--- src/ctap_pkg.sv ---
// ctap_pkg: types and constants shared by the constant-turn arc propagator.
// No dependencies; compile first.
`timescale 1ns / 1ps
package ctap_pkg;

  localparam int unsigned CFG_AW = 4;

  localparam logic [1:0] REG_COS   = 2'd0;
  localparam logic [1:0] REG_SIN   = 2'd1;
  localparam logic [1:0] REG_STEP  = 2'd2;
  localparam logic [1:0] REG_CLIMB = 2'd3;

  localparam logic [15:0] COS_RESET   = 16'd16384;
  localparam logic [15:0] SIN_RESET   = 16'd0;
  localparam logic [30:0] STEP_RESET  = 31'd1000;
  localparam logic [31:0] CLIMB_RESET = 32'd0;

  // Q14 rounding: half away from zero, as an offset before the arithmetic shift
  localparam logic [63:0] Q14_RND_POS = 64'd8192;
  localparam logic [63:0] Q14_RND_NEG = 64'd8191;

  // mm per metre and ms per second share the same divisor
  localparam logic [31:0] MM_PER_M = 32'd1000;
  localparam logic [9:0]  DIV_K    = 10'd1000;
  localparam logic [63:0] DIV_HALF = 64'd500;

  typedef struct packed {
    logic [15:0] half_turn_cos;
    logic [15:0] half_turn_sin;
    logic [30:0] step_length_ms;
    logic [31:0] climb_rate;
  } cfg_t;

  typedef enum logic [3:0] {
    ST_IDLE,
    ST_LOAD_MUL,
    ST_ROT_MUL,
    ST_ROT_SUM,
    ST_ROT_FIN,
    ST_TRV_MUL,
    ST_TRV_DIV,
    ST_MET_DIV,
    ST_OUT
  } state_t;

endpackage

--- src/ctap_if.sv ---
// ctap_if: valid/ready channel interfaces for input items and result items.
// No dependencies.
`timescale 1ns / 1ps
interface ctap_in_if;
  logic        valid;
  logic        ready;
  logic        req_type;
  logic [31:0] start_north;
  logic [31:0] start_east;
  logic [31:0] start_up;
  logic [31:0] start_vel_north;
  logic [31:0] start_vel_east;

  modport source (output valid, req_type, start_north, start_east, start_up,
                  start_vel_north, start_vel_east, input ready);
  modport sink (input valid, req_type, start_north, start_east, start_up,
                start_vel_north, start_vel_east, output ready);
endinterface

interface ctap_out_if;
  logic        valid;
  logic        ready;
  logic [31:0] pos_north;
  logic [31:0] pos_east;
  logic [31:0] pos_up;

  modport source (output valid, pos_north, pos_east, pos_up, input ready);
  modport sink (input valid, pos_north, pos_east, pos_up, output ready);
endinterface

--- src/ctap_cfg.sv ---
// ctap_cfg: APB-style register file for turn, step length and climb rate.
// Depends on ctap_pkg.
`timescale 1ns / 1ps
module ctap_cfg (
  input  logic                       clk,
  input  logic                       rst_n,
  input  logic                       psel,
  input  logic                       penable,
  input  logic                       pwrite,
  input  logic [ctap_pkg::CFG_AW-1:0] paddr,
  input  logic [31:0]                pwdata,
  output logic [31:0]                prdata,
  output ctap_pkg::cfg_t             cfg
);

  ctap_pkg::cfg_t cfg_r;
  logic [1:0]     reg_idx;

  assign reg_idx = paddr[3:2];
  assign cfg     = cfg_r;

  always_ff @(posedge clk) begin
    if (!rst_n) begin
      cfg_r.half_turn_cos  <= ctap_pkg::COS_RESET;
      cfg_r.half_turn_sin  <= ctap_pkg::SIN_RESET;
      cfg_r.step_length_ms <= ctap_pkg::STEP_RESET;
      cfg_r.climb_rate     <= ctap_pkg::CLIMB_RESET;
    end else if (psel && penable && pwrite) begin
      case (reg_idx)
        ctap_pkg::REG_COS:   cfg_r.half_turn_cos  <= pwdata[15:0];
        ctap_pkg::REG_SIN:   cfg_r.half_turn_sin  <= pwdata[15:0];
        ctap_pkg::REG_STEP:  cfg_r.step_length_ms <= pwdata[30:0];
        ctap_pkg::REG_CLIMB: cfg_r.climb_rate     <= pwdata;
        default: ;
      endcase
    end
  end

  always_comb begin
    case (reg_idx)
      ctap_pkg::REG_COS:   prdata = {16'd0, cfg_r.half_turn_cos};
      ctap_pkg::REG_SIN:   prdata = {16'd0, cfg_r.half_turn_sin};
      ctap_pkg::REG_STEP:  prdata = {1'b0, cfg_r.step_length_ms};
      ctap_pkg::REG_CLIMB: prdata = cfg_r.climb_rate;
      default:             prdata = 32'd0;
    endcase
  end

endmodule

--- src/ctap_smul.sv ---
// ctap_smul: serial signed 32x32 multiplier, one multiplier bit per cycle.
// Depends on nothing; result valid in the cycle done is high.
`timescale 1ns / 1ps
module ctap_smul (
  input  logic        clk,
  input  logic        rst_n,
  input  logic        start,
  input  logic [31:0] op_a,
  input  logic [31:0] op_b,
  output logic        done,
  output logic [63:0] prod
);

  logic        busy_r;
  logic        done_r;
  logic [4:0]  cnt_r;
  logic        neg_r;
  logic [63:0] mcand_r;
  logic [31:0] mplier_r;
  logic [63:0] acc_r;
  logic [63:0] acc_nxt;
  logic [31:0] a_mag;
  logic [31:0] b_mag;

  assign a_mag   = op_a[31] ? (32'd0 - op_a) : op_a;
  assign b_mag   = op_b[31] ? (32'd0 - op_b) : op_b;
  assign acc_nxt = mplier_r[0] ? (acc_r + mcand_r) : acc_r;
  assign done    = done_r;
  assign prod    = neg_r ? (64'd0 - acc_r) : acc_r;

  always_ff @(posedge clk) begin
    if (!rst_n) begin
      busy_r <= 1'b0;
      done_r <= 1'b0;
      cnt_r  <= 5'd0;
    end else begin
      done_r <= 1'b0;
      if (start) begin
        busy_r <= 1'b1;
        cnt_r  <= 5'd0;
      end else if (busy_r) begin
        cnt_r <= cnt_r + 5'd1;
        if (cnt_r == 5'd31) begin
          busy_r <= 1'b0;
          done_r <= 1'b1;
        end
      end
    end
  end

  always_ff @(posedge clk) begin
    if (start) begin
      neg_r    <= op_a[31] ^ op_b[31];
      mcand_r  <= {32'd0, a_mag};
      mplier_r <= b_mag;
      acc_r    <= 64'd0;
    end else if (busy_r) begin
      acc_r    <= acc_nxt;
      mcand_r  <= {mcand_r[62:0], 1'b0};
      mplier_r <= {1'b0, mplier_r[31:1]};
    end
  end

endmodule

--- src/ctap_sdiv.sv ---
// ctap_sdiv: serial signed divide by 1000, rounding half away from zero.
// Restoring division, one quotient bit per cycle; depends on ctap_pkg.
`timescale 1ns / 1ps
module ctap_sdiv (
  input  logic        clk,
  input  logic        rst_n,
  input  logic        start,
  input  logic [63:0] dvd,
  output logic        done,
  output logic [63:0] quo
);

  logic        busy_r;
  logic        done_r;
  logic [5:0]  cnt_r;
  logic        neg_r;
  logic [63:0] q_r;
  logic [9:0]  rem_r;
  logic [10:0] trial;
  logic        ge;
  logic [10:0] rem_nxt;
  logic [63:0] q_init;

  // magnitude plus half divisor in one add: ~x + 1 + 500 for negatives
  assign q_init  = (dvd[63] ? ~dvd : dvd) +
                   (dvd[63] ? (ctap_pkg::DIV_HALF + 64'd1) : ctap_pkg::DIV_HALF);
  assign trial   = {rem_r, q_r[63]};
  assign ge      = trial >= {1'b0, ctap_pkg::DIV_K};
  assign rem_nxt = ge ? (trial - {1'b0, ctap_pkg::DIV_K}) : trial;
  assign done    = done_r;
  assign quo     = neg_r ? (64'd0 - q_r) : q_r;

  always_ff @(posedge clk) begin
    if (!rst_n) begin
      busy_r <= 1'b0;
      done_r <= 1'b0;
      cnt_r  <= 6'd0;
    end else begin
      done_r <= 1'b0;
      if (start) begin
        busy_r <= 1'b1;
        cnt_r  <= 6'd0;
      end else if (busy_r) begin
        cnt_r <= cnt_r + 6'd1;
        if (cnt_r == 6'd63) begin
          busy_r <= 1'b0;
          done_r <= 1'b1;
        end
      end
    end
  end

  always_ff @(posedge clk) begin
    if (start) begin
      neg_r <= dvd[63];
      q_r   <= q_init;
      rem_r <= 10'd0;
    end else if (busy_r) begin
      rem_r <= rem_nxt[9:0];
      q_r   <= {q_r[62:0], ge};
    end
  end

endmodule

--- src/constant_turn_arc_propagator_top.sv ---
// constant_turn_arc_propagator_top: sequencer, state and datapath of the arc propagator.
// Depends on ctap_pkg, ctap_if, ctap_cfg, ctap_smul and ctap_sdiv.
//
// Usage:
//   in_ch takes one item at a time (valid/ready). req_type 0 loads position
//   (metres, kept as mm) and horizontal velocity (mm/s); req_type 1 advances
//   one step: half-turn rotation, integration over step_length_ms, second
//   half-turn rotation. Every item yields one result item on out_ch: the
//   position rounded to metres.
//   The APB-style cfg_ port holds the Q14 half-turn cosine and sine, the step
//   length and the climb rate; write it only while the block is idle.
// Sequencing:
//   One serial multiplier (one bit a cycle) and one serial divide-by-1000
//   unit do all the work. A load item needs three products and three
//   divides, a step item (two rotations of four products, three travel
//   products and divides, three metre divides) eleven products and six
//   divides. The block passes through idle after the result handshake and
//   takes the next item there.
//   in_ch.ready is high only while no item is in work.
// Reset: rst_n (synchronous, active low) clears velocity and position to
//   zero and loads the register defaults. A stalled out_ch holds the result
//   and the block takes no new item until it is taken.
`timescale 1ns / 1ps
module constant_turn_arc_propagator_top (
  input  logic                        clk,
  input  logic                        rst_n,
  ctap_in_if.sink                     in_ch,
  ctap_out_if.source                  out_ch,
  input  logic                        cfg_psel,
  input  logic                        cfg_penable,
  input  logic                        cfg_pwrite,
  input  logic [ctap_pkg::CFG_AW-1:0] cfg_paddr,
  input  logic [31:0]                 cfg_pwdata,
  output logic [31:0]                 cfg_prdata,
  output logic                        cfg_pready
);

  ctap_pkg::cfg_t   cfg;
  ctap_pkg::state_t state_r, state_nxt;
  logic [1:0]  idx_r, idx_nxt;
  logic        pass_r, pass_nxt;
  logic        issued_r;

  // model state
  logic [31:0] vel_n_r, vel_e_r;
  logic [63:0] north_acc_r, east_acc_r, up_acc_r;

  // working registers
  logic [31:0] ld_n_r, ld_e_r, ld_u_r;
  logic [63:0] prod0_r, prod1_r, prod2_r, prod3_r;
  logic [63:0] sum_n_r, sum_e_r;
  logic [31:0] pos_n_r, pos_e_r, pos_u_r;

  logic        mul_start, mul_done;
  logic [31:0] mul_a, mul_b;
  logic [63:0] mul_prod;
  logic        div_start, div_done;
  logic [63:0] div_dvd, div_quo;
  logic [63:0] acc_sel;
  logic [63:0] rnd_n, rnd_e;
  logic        in_acc;

  assign cfg_pready = 1'b1;

  ctap_cfg u_cfg (
    .clk     (clk),
    .rst_n   (rst_n),
    .psel    (cfg_psel),
    .penable (cfg_penable),
    .pwrite  (cfg_pwrite),
    .paddr   (cfg_paddr),
    .pwdata  (cfg_pwdata),
    .prdata  (cfg_prdata),
    .cfg     (cfg)
  );

  ctap_smul u_mul (
    .clk   (clk),
    .rst_n (rst_n),
    .start (mul_start),
    .op_a  (mul_a),
    .op_b  (mul_b),
    .done  (mul_done),
    .prod  (mul_prod)
  );

  ctap_sdiv u_div (
    .clk   (clk),
    .rst_n (rst_n),
    .start (div_start),
    .dvd   (div_dvd),
    .done  (div_done),
    .quo   (div_quo)
  );

  assign in_ch.ready      = (state_r == ctap_pkg::ST_IDLE);
  assign in_acc           = in_ch.valid && in_ch.ready;
  assign out_ch.valid     = (state_r == ctap_pkg::ST_OUT);
  assign out_ch.pos_north = pos_n_r;
  assign out_ch.pos_east  = pos_e_r;
  assign out_ch.pos_up    = pos_u_r;

  // launch each unit once per operation (per index) in a multiply or divide state
  assign mul_start = !issued_r && (state_r == ctap_pkg::ST_LOAD_MUL ||
                                   state_r == ctap_pkg::ST_ROT_MUL ||
                                   state_r == ctap_pkg::ST_TRV_MUL);
  assign div_start = !issued_r && (state_r == ctap_pkg::ST_TRV_DIV ||
                                   state_r == ctap_pkg::ST_MET_DIV);

  // Q14 round half away from zero, then keep 32 bits of the shifted value
  assign rnd_n = sum_n_r + (sum_n_r[63] ? ctap_pkg::Q14_RND_NEG : ctap_pkg::Q14_RND_POS);
  assign rnd_e = sum_e_r + (sum_e_r[63] ? ctap_pkg::Q14_RND_NEG : ctap_pkg::Q14_RND_POS);

  always_comb begin
    case (idx_r)
      2'd0:    acc_sel = north_acc_r;
      2'd1:    acc_sel = east_acc_r;
      default: acc_sel = up_acc_r;
    endcase
  end

  // multiplier operands
  always_comb begin
    mul_a = vel_n_r;
    mul_b = {1'b0, cfg.step_length_ms};
    case (state_r)
      ctap_pkg::ST_LOAD_MUL: begin
        mul_b = ctap_pkg::MM_PER_M;
        case (idx_r)
          2'd0:    mul_a = ld_n_r;
          2'd1:    mul_a = ld_e_r;
          default: mul_a = ld_u_r;
        endcase
      end
      ctap_pkg::ST_ROT_MUL: begin
        case (idx_r)
          2'd0: begin
            mul_a = vel_n_r;
            mul_b = {{16{cfg.half_turn_cos[15]}}, cfg.half_turn_cos};
          end
          2'd1: begin
            mul_a = vel_e_r;
            mul_b = {{16{cfg.half_turn_sin[15]}}, cfg.half_turn_sin};
          end
          2'd2: begin
            mul_a = vel_n_r;
            mul_b = {{16{cfg.half_turn_sin[15]}}, cfg.half_turn_sin};
          end
          default: begin
            mul_a = vel_e_r;
            mul_b = {{16{cfg.half_turn_cos[15]}}, cfg.half_turn_cos};
          end
        endcase
      end
      ctap_pkg::ST_TRV_MUL: begin
        case (idx_r)
          2'd0:    mul_a = vel_n_r;
          2'd1:    mul_a = vel_e_r;
          default: mul_a = cfg.climb_rate;
        endcase
      end
      default: ;
    endcase
  end

  assign div_dvd = (state_r == ctap_pkg::ST_TRV_DIV) ? prod0_r : acc_sel;

  // next state
  always_comb begin
    state_nxt = state_r;
    idx_nxt   = idx_r;
    pass_nxt  = pass_r;
    case (state_r)
      ctap_pkg::ST_IDLE: begin
        if (in_acc) begin
          idx_nxt   = 2'd0;
          pass_nxt  = 1'b0;
          state_nxt = in_ch.req_type ? ctap_pkg::ST_ROT_MUL : ctap_pkg::ST_LOAD_MUL;
        end
      end
      ctap_pkg::ST_LOAD_MUL: begin
        if (mul_done) begin
          if (idx_r == 2'd2) begin
            idx_nxt   = 2'd0;
            state_nxt = ctap_pkg::ST_MET_DIV;
          end else begin
            idx_nxt = idx_r + 2'd1;
          end
        end
      end
      ctap_pkg::ST_ROT_MUL: begin
        if (mul_done) begin
          if (idx_r == 2'd3) begin
            idx_nxt   = 2'd0;
            state_nxt = ctap_pkg::ST_ROT_SUM;
          end else begin
            idx_nxt = idx_r + 2'd1;
          end
        end
      end
      ctap_pkg::ST_ROT_SUM: state_nxt = ctap_pkg::ST_ROT_FIN;
      ctap_pkg::ST_ROT_FIN: begin
        idx_nxt = 2'd0;
        if (!pass_r) begin
          pass_nxt  = 1'b1;
          state_nxt = ctap_pkg::ST_TRV_MUL;
        end else begin
          state_nxt = ctap_pkg::ST_MET_DIV;
        end
      end
      ctap_pkg::ST_TRV_MUL: begin
        if (mul_done) state_nxt = ctap_pkg::ST_TRV_DIV;
      end
      ctap_pkg::ST_TRV_DIV: begin
        if (div_done) begin
          if (idx_r == 2'd2) begin
            idx_nxt   = 2'd0;
            state_nxt = ctap_pkg::ST_ROT_MUL;
          end else begin
            idx_nxt   = idx_r + 2'd1;
            state_nxt = ctap_pkg::ST_TRV_MUL;
          end
        end
      end
      ctap_pkg::ST_MET_DIV: begin
        if (div_done) begin
          if (idx_r == 2'd2) begin
            idx_nxt   = 2'd0;
            state_nxt = ctap_pkg::ST_OUT;
          end else begin
            idx_nxt = idx_r + 2'd1;
          end
        end
      end
      ctap_pkg::ST_OUT: begin
        if (out_ch.ready) state_nxt = ctap_pkg::ST_IDLE;
      end
      default: state_nxt = ctap_pkg::ST_IDLE;
    endcase
  end

  always_ff @(posedge clk) begin
    if (!rst_n) begin
      state_r  <= ctap_pkg::ST_IDLE;
      idx_r    <= 2'd0;
      pass_r   <= 1'b0;
      issued_r <= 1'b0;
    end else begin
      state_r <= state_nxt;
      idx_r   <= idx_nxt;
      pass_r  <= pass_nxt;
      if (mul_done || div_done) begin
        issued_r <= 1'b0;
      end else if (mul_start || div_start) begin
        issued_r <= 1'b1;
      end
    end
  end

  // velocity and position: the state that persists between items
  always_ff @(posedge clk) begin
    if (!rst_n) begin
      vel_n_r     <= 32'd0;
      vel_e_r     <= 32'd0;
      north_acc_r <= 64'd0;
      east_acc_r  <= 64'd0;
      up_acc_r    <= 64'd0;
    end else begin
      case (state_r)
        ctap_pkg::ST_IDLE: begin
          if (in_acc && !in_ch.req_type) begin
            vel_n_r <= in_ch.start_vel_north;
            vel_e_r <= in_ch.start_vel_east;
          end
        end
        ctap_pkg::ST_LOAD_MUL: begin
          if (mul_done) begin
            case (idx_r)
              2'd0:    north_acc_r <= mul_prod;
              2'd1:    east_acc_r  <= mul_prod;
              default: up_acc_r    <= mul_prod;
            endcase
          end
        end
        ctap_pkg::ST_ROT_FIN: begin
          vel_n_r <= rnd_n[45:14];
          vel_e_r <= rnd_e[45:14];
        end
        ctap_pkg::ST_TRV_DIV: begin
          if (div_done) begin
            case (idx_r)
              2'd0:    north_acc_r <= north_acc_r + div_quo;
              2'd1:    east_acc_r  <= east_acc_r + div_quo;
              default: up_acc_r    <= up_acc_r + div_quo;
            endcase
          end
        end
        default: ;
      endcase
    end
  end

  // working registers: operands, products, sums and the result
  always_ff @(posedge clk) begin
    case (state_r)
      ctap_pkg::ST_IDLE: begin
        if (in_acc) begin
          ld_n_r <= in_ch.start_north;
          ld_e_r <= in_ch.start_east;
          ld_u_r <= in_ch.start_up;
        end
      end
      ctap_pkg::ST_ROT_MUL: begin
        if (mul_done) begin
          case (idx_r)
            2'd0:    prod0_r <= mul_prod;
            2'd1:    prod1_r <= mul_prod;
            2'd2:    prod2_r <= mul_prod;
            default: prod3_r <= mul_prod;
          endcase
        end
      end
      ctap_pkg::ST_ROT_SUM: begin
        sum_n_r <= prod0_r - prod1_r;
        sum_e_r <= prod2_r + prod3_r;
      end
      ctap_pkg::ST_TRV_MUL: begin
        if (mul_done) prod0_r <= mul_prod;
      end
      ctap_pkg::ST_MET_DIV: begin
        if (div_done) begin
          case (idx_r)
            2'd0:    pos_n_r <= div_quo[31:0];
            2'd1:    pos_e_r <= div_quo[31:0];
            default: pos_u_r <= div_quo[31:0];
          endcase
        end
      end
      default: ;
    endcase
  end

endmodule
--- src/flat_wrapper.sv ---
// flat-port wrapper written by rule: the top's interface ports become plain ports
module constant_turn_arc_propagator_top_flat 
  (clk, rst_n, cfg_psel, cfg_penable, cfg_pwrite, cfg_paddr, cfg_pwdata, cfg_prdata, cfg_pready, in_ch_valid, in_ch_req_type, in_ch_start_north, in_ch_start_east, in_ch_start_up, in_ch_start_vel_north, in_ch_start_vel_east, in_ch_ready, out_ch_valid, out_ch_pos_north, out_ch_pos_east, out_ch_pos_up, out_ch_ready);
  ctap_in_if in_ch_i ();
  ctap_out_if out_ch_i ();
  input  logic clk;
  input  logic rst_n;
  input  logic cfg_psel;
  input  logic cfg_penable;
  input  logic cfg_pwrite;
  input  logic [ctap_pkg::CFG_AW-1:0] cfg_paddr;
  input  logic [31:0] cfg_pwdata;
  output logic [31:0] cfg_prdata;
  output logic cfg_pready;
  input wire logic [$bits(in_ch_i.valid)-1:0] in_ch_valid;
  input wire logic [$bits(in_ch_i.req_type)-1:0] in_ch_req_type;
  input wire logic [$bits(in_ch_i.start_north)-1:0] in_ch_start_north;
  input wire logic [$bits(in_ch_i.start_east)-1:0] in_ch_start_east;
  input wire logic [$bits(in_ch_i.start_up)-1:0] in_ch_start_up;
  input wire logic [$bits(in_ch_i.start_vel_north)-1:0] in_ch_start_vel_north;
  input wire logic [$bits(in_ch_i.start_vel_east)-1:0] in_ch_start_vel_east;
  output wire logic [$bits(in_ch_i.ready)-1:0] in_ch_ready;
  output wire logic [$bits(out_ch_i.valid)-1:0] out_ch_valid;
  output wire logic [$bits(out_ch_i.pos_north)-1:0] out_ch_pos_north;
  output wire logic [$bits(out_ch_i.pos_east)-1:0] out_ch_pos_east;
  output wire logic [$bits(out_ch_i.pos_up)-1:0] out_ch_pos_up;
  input wire logic [$bits(out_ch_i.ready)-1:0] out_ch_ready;
  assign in_ch_i.valid = in_ch_valid;
  assign in_ch_i.req_type = in_ch_req_type;
  assign in_ch_i.start_north = in_ch_start_north;
  assign in_ch_i.start_east = in_ch_start_east;
  assign in_ch_i.start_up = in_ch_start_up;
  assign in_ch_i.start_vel_north = in_ch_start_vel_north;
  assign in_ch_i.start_vel_east = in_ch_start_vel_east;
  assign in_ch_ready = in_ch_i.ready;
  assign out_ch_valid = out_ch_i.valid;
  assign out_ch_pos_north = out_ch_i.pos_north;
  assign out_ch_pos_east = out_ch_i.pos_east;
  assign out_ch_pos_up = out_ch_i.pos_up;
  assign out_ch_i.ready = out_ch_ready;
  constant_turn_arc_propagator_top u_core (.clk(clk), .rst_n(rst_n), .in_ch(in_ch_i), .out_ch(out_ch_i), .cfg_psel(cfg_psel), .cfg_penable(cfg_penable), .cfg_pwrite(cfg_pwrite), .cfg_paddr(cfg_paddr), .cfg_pwdata(cfg_pwdata), .cfg_prdata(cfg_prdata), .cfg_pready(cfg_pready));
endmodule
--- config.mk ---
export PLATFORM = sky130hd
export DESIGN_NAME = constant_turn_arc_propagator_top_flat
export DESIGN_NICKNAME = d
export VERILOG_FILES = /design/src/ctap_pkg.sv /design/src/ctap_if.sv /design/src/ctap_cfg.sv /design/src/ctap_smul.sv /design/src/ctap_sdiv.sv /design/src/constant_turn_arc_propagator_top.sv /design/src/flat_wrapper.sv
export SDC_FILE = /design/constraint.sdc
export NUM_CORES = 2
export LEC_CHECK = 0
export BUFFER_PORTS_ARGS = -buffer_cell sky130_fd_sc_hd__buf_4
export CAP_MARGIN = 20
export CORE_ASPECT_RATIO = 1.25
export CORE_MARGIN = 2
export CORE_UTILIZATION = 57
export DETAILED_ROUTE_END_ITERATION = 8
export PLACE_DENSITY = 0.78
export SYNTH_ARGS = -nofsm -noshare
export SYNTH_HDL_FRONTEND = slang
export SYNTH_HIERARCHICAL = 1
export SYNTH_SLANG_ARGS = --single-unit
--- constraint.sdc ---
create_clock -name clk -period 7.3 [get_ports clk]
set_input_delay 1.095 -clock clk [delete_from_list [all_inputs] [get_ports clk]]
set_output_delay 1.095 -clock clk [all_outputs]
set_load 0.005 [all_outputs]
==> impl_metrics.xml <==
<?xml version="1.0" encoding="UTF-8"?>
<metrics>
  <group name="timing">
    <metric name="clock.fmax" unit="MHz">155.4</metric>
    <metric name="finalCritPeriodShare" unit="%">88.13</metric>
    <metric name="timing_worst_slew_pin_value" unit="ns">1.201</metric>
    <metric name="fin_worst_skew" unit="ns">0.03690</metric>
    <metric name="post-route-min-period" unit="ns">6.434</metric>
    <metric name="timing.final.setup_violations" unit="">0</metric>
    <metric name="fin_setup_tns" unit="ns">0</metric>
    <metric name="max_slew_violation_total_from_the_final_report" unit="">0</metric>
    <metric name="max_slew_margin" unit="%">19.33</metric>
    <metric name="unrepaired_setup_endpoints_after_global_routing" unit="">false</metric>
    <metric name="finalHoldWorstSlack" unit="ns">0.4560</metric>
    <metric name="hold_violations" unit="">0</metric>
  </group>
  <group name="global_route">
    <metric name="total_global_routing_track_utilization" unit="%">35.68</metric>
    <metric name="grt_max_degree" unit="">191</metric>
    <metric name="grt_overflow" unit="">0</metric>
    <metric name="vias_in_the_first_global_route" unit="">61410</metric>
    <metric name="antenna_found_initial" unit="">5</metric>
    <metric name="wire_length_of_the_first_global_routing_pass" unit="mm">368.2</metric>
  </group>
  <group name="die">
    <metric name="placement_rows" unit="">148</metric>
    <metric name="initial_core_util" unit="%">57.19</metric>
    <metric name="die_area" unit="um^2">133200</metric>
    <metric name="core_region_area" unit="um^2">129800</metric>
    <metric name="die_height" unit="um">407.5</metric>
    <metric name="die-width" unit="um">326.8</metric>
    <metric name="io_pins" unit="">335</metric>
  </group>
  <group name="power">
    <metric name="swShare" unit="%">37.55</metric>
    <metric name="total_power" unit="mW">22.77</metric>
    <metric name="power_frac_seq" unit="%">38.1</metric>
    <metric name="intPower" unit="mW">14.22</metric>
    <metric name="power_per_cell_area" unit="nW/um^2">276.1</metric>
    <metric name="static-leakage-power" unit="nW">32.73</metric>
    <metric name="clock_power_share" unit="%">28.5</metric>
    <metric name="power.ir.vdd_worst" unit="mV">0.2885</metric>
    <metric name="pwr-share-comb" unit="%">33.4</metric>
    <metric name="p_sw" unit="mW">8.550</metric>
  </group>
  <group name="routing">
    <metric name="drt_iter0_drc" unit="">6798</metric>
    <metric name="vias_per_cell" unit="">6.491</metric>
    <metric name="wire_per_inst" unit="um">24.82</metric>
    <metric name="dr.pass1.iters" unit="">7</metric>
    <metric name="drt_drc_violations_left" unit="">0</metric>
    <metric name="antenna_violating_nets_post_route" unit="">0</metric>
    <metric name="wl" unit="mm">248.0</metric>
    <metric name="via_count" unit="">64860</metric>
  </group>
  <group name="critical_path">
    <metric name="crit_path_max_fo" unit="">8</metric>
    <metric name="crit_arrival" unit="ns">7.05</metric>
    <metric name="timing.critical_path.slowest_cell_delay" unit="ns">0.93</metric>
    <metric name="crit_path_required_time" unit="ns">7.91</metric>
    <metric name="crit_path_cell_trace" unit="">or4_4 -&gt; or4_4 -&gt; or3_1 -&gt; o31ai_1 -&gt; xnor2_1 -&gt; ha_1 -&gt; nand4_1 -&gt; or3_1 -&gt; nand2b_1 -&gt; and3_1 -&gt; o211a_1 -&gt; o21ai_0 -&gt; a31oi_1 -&gt; and3_1 -&gt; o21ai_0 -&gt; a31oi_1</metric>
    <metric name="path_class" unit="">register to register</metric>
    <metric name="worst_r2r_dst" unit="">u_core/up_acc_r[58]</metric>
    <metric name="setup.worst_path.end_class" unit="">register</metric>
    <metric name="r2r_start" unit="">u_core/u_div/q_r[5]</metric>
    <metric name="reg2reg_slack" unit="ns">0.87</metric>
    <metric name="critPathSlowestCell" unit="">o21ai_0</metric>
    <metric name="worst_r2r_path_depth" unit="">16</metric>
    <metric name="worstSetupStartpointType" unit="">register</metric>
  </group>
  <group name="cts">
    <metric name="cts.hold.buffers_added" unit="">0</metric>
    <metric name="max-clock-path-buffers" unit="">3</metric>
    <metric name="clk_pin_slew" unit="ns">0.07</metric>
    <metric name="cts_setup_buffers" unit="">0</metric>
    <metric name="worstSkewPairLatency" unit="ns">0.78</metric>
    <metric name="cts.sinks" unit="">1152</metric>
    <metric name="cts_tree" unit="">done</metric>
    <metric name="cts_root_buf" unit="">clkbuf_16</metric>
    <metric name="h-tree-depth" unit="">3</metric>
    <metric name="postCtsResizedCells" unit="">0</metric>
    <metric name="inserted_clock_buffers" unit="">116</metric>
  </group>
  <group name="synthesis">
    <metric name="synth-async-reset-ratio" unit="%">0</metric>
    <metric name="synth-seq-cells" unit="">1152</metric>
    <metric name="synth_top_family_by_area" unit="">compound AO/OA/AOI/OAI gates</metric>
    <metric name="synth-main-ff-cell" unit="">edfxtp_1</metric>
    <metric name="yosys_warnings" unit="">6</metric>
    <metric name="synth-xor-area-share" unit="%">7.598</metric>
    <metric name="synth_edf_count" unit="">672</metric>
    <metric name="syn_nets" unit="">8679</metric>
    <metric name="post_synth.cell_area_avg" unit="um^2">9.222</metric>
    <metric name="synth_compound_area_share" unit="%">21.55</metric>
    <metric name="synth.cell_area" unit="um^2">74230</metric>
    <metric name="synth.distinct_cells" unit="">111</metric>
    <metric name="ys_seq_area_share" unit="%">40.13</metric>
    <metric name="synth_mux_area_share" unit="%">4.586</metric>
    <metric name="synth_simple_gate_area_share" unit="%">15.40</metric>
    <metric name="syn-instance-count" unit="">8050</metric>
    <metric name="synthAdderAreaFrac" unit="%">7.224</metric>
  </group>
  <group name="worst_hold_path">
    <metric name="whs_path_depth" unit="">2</metric>
    <metric name="timing.hold.worst.class" unit="">register to register</metric>
    <metric name="min_from" unit="">u_core/u_div/rem_r[9]</metric>
    <metric name="hold_path_end" unit="">u_core/u_div/rem_r[9]</metric>
  </group>
  <group name="job">
    <metric name="timing.max_cap.violations" unit="">0</metric>
  </group>
  <group name="place">
    <metric name="place_congestion" unit="">1.028</metric>
    <metric name="numPortBuffers" unit="">331</metric>
    <metric name="half_perimeter_wire_length_after_placement" unit="mm">189.2</metric>
  </group>
  <group name="finish">
    <metric name="area_delta_synth_final" unit="%">11.07</metric>
    <metric name="post_route_cells_drive_above_1_share" unit="%">10.58</metric>
    <metric name="layout.nets" unit="">8788</metric>
  </group>
  <group name="run_status">
    <metric name="status" unit="">completed</metric>
  </group>
</metrics>
## metrics by stage
step / instance area, um^2 / util [%] / std cells / setup slack (ns)
finish: 82450 / 63.52 / 9992 / 0.8663
global route: 82450 / 63.51 / 9991 / 0.6888
CTS: 82390 / 63.47 / 9985 / 1.000
detailed placement: 78210 / 60.25 / 9763 / 1.035
global placement: 78200 / 60.24 / 9762 / 1.044
floorplan: 74230 / - / 8050 / 0.3227
## state kept, by name, summed over array words and instances, names as in the netlist, 47 cells and up
register / count
u_core/up_acc_r: 64
u_core/u_div/q_r: 64
u_core/north_acc_r: 64
u_core/u_mul/mcand_r: 64
u_core/sum_n_r: 47
u_core/u_mul/acc_r: 64
u_core/prod0_r: 64
u_core/prod2_r: 64
u_core/sum_e_r: 47
u_core/prod3_r: 64
u_core/prod1_r: 64
u_core/u_cfg/cfg: 95
u_core/east_acc_r: 64
## cell families (layout without fill, tap and decap cells)
kind of cell	Yosys count	count (layout)
AND/OR/NAND/NOR	2363	2363
AO/OA/AOI/OAI	2484	2484
adder cells (fa/ha/maj)	425	425
XOR/XNOR	644	644
flip-flops	1152	1152
buffers and inverters	671	884
other	1	5
multiplexers	310	310
## final cells by class
type	count	area [um^2]
fill	10790	47360
multi-input combinational	6227	42000
sequential	1152	29790
timing repair buffer	460	3556
clock buffer	157	3242
tap	1725	2158
clock inverter	65	934.6
inverter	202	760.7
antenna	4	10.01
## power groups by stage
stage / sequential (mW) / clock, mW / combinational [mW]
global route: 8.73 / 6.82 / 8.11
global placement: 8.75 / 0 / 7.28
floorplan: 8.55 / 0 / 4.95
finish: 8.68 / 6.49 / 7.60
CTS: 8.66 / 6.58 / 7.42
detailed placement: 8.79 / 0 / 7.37
## worst max-delay path by stage
stage,start,endpoint,cells past startpoint
2_1_floorplan,u_core/idx_r[0],u_core/prod0_r[0],8
6_report,u_core/u_div/q_r[5],u_core/up_acc_r[58],16
4_1_cts,u_core/u_div/q_r[5],u_core/up_acc_r[58],16
5_1_grt,u_core/u_div/q_r[5],u_core/up_acc_r[62],16
3_5_place_dp,u_core/u_div/q_r[5],u_core/up_acc_r[58],16
3_3_place_gp,u_core/u_div/q_r[5],u_core/up_acc_r[58],16
## critical path, delay by kind of cell (launching register included)
kind | cells | cell delay [ns]
simple gates | 8 | 2.86
compound gates | 6 | 2.21
fa+ha+maj | 1 | 0.50
flops | 1 | 0.45
xor+xnor | 1 | 0.23
## synthesized netlist by cell type (all sizes together), types with 38 or more instances
master | count | area [um^2]
or3 | 58 | 380.4
xnor2 | 419 | 3670
or4 | 38 | 300.3
nand2 | 940 | 3536
ha | 419 | 5243
mux2i | 213 | 2132
o211ai | 77 | 578.1
nor2b | 91 | 569.3
a21oi | 701 | 3508
and3 | 66 | 412.9
a31oi | 226 | 1420
o211a | 50 | 500.5
edfxtp | 672 | 20180
nand3 | 137 | 695.7
o31ai | 79 | 618.1
mux2 | 81 | 912.1
xor2 | 225 | 1971
nand2b | 71 | 444.2
o22ai | 50 | 312.8
a22o | 69 | 604.3
o21ai | 511 | 2557
buf | 84 | 401.6
nand4 | 141 | 888.4
nor3 | 103 | 531.8
a22oi | 67 | 503.0
a21o | 252 | 1892
nor2 | 477 | 1805
a211oi | 45 | 337.8
a221o | 44 | 440.4
clkbuf | 385 | 1451
and2 | 38 | 237.7
dfxtp | 480 | 9609
inv | 202 | 758.2
o21bai | 74 | 555.5
nor4 | 46 | 357.8
## metal layers
metal  part of all wire (%)  wire, um  global-route usage, %
met4                    5.9     14620                  19.17
met5                  0.018        44                      0
met3                    7.3     18040                  4.863
met1                     40     98220                  44.69
met2                     47    117000                  59.64
## cell usage in the layout, fill, tap and decap left out, types with 31 or more instances in the layout
cell type,n
nor2_1,468
nor3_1,97
a211oi_1,45
o31ai_1,74
ha_1,417
xor2_1,225
nand2b_1,71
o211a_1,50
nor2b_1,91
a21oi_1,699
a221o_1,44
and3_1,63
or4_1,34
a22oi_1,67
a22o_1,69
dfxtp_1,479
o21bai_1,74
o22ai_1,50
or3_1,53
inv_1,201
xnor2_1,419
clkbuf_16,120
nand4_1,140
mux2_2,81
a21o_1,252
buf_4,452
mux2i_1,213
nand2_1,934
nand3_1,135
a31oi_1,224
o211ai_1,77
and2_1,31
o21ai_0,500
nor4_1,39
edfxtp_1,672
o21a_1,31
No activity file was read; power rests on OpenSTA's default activity.
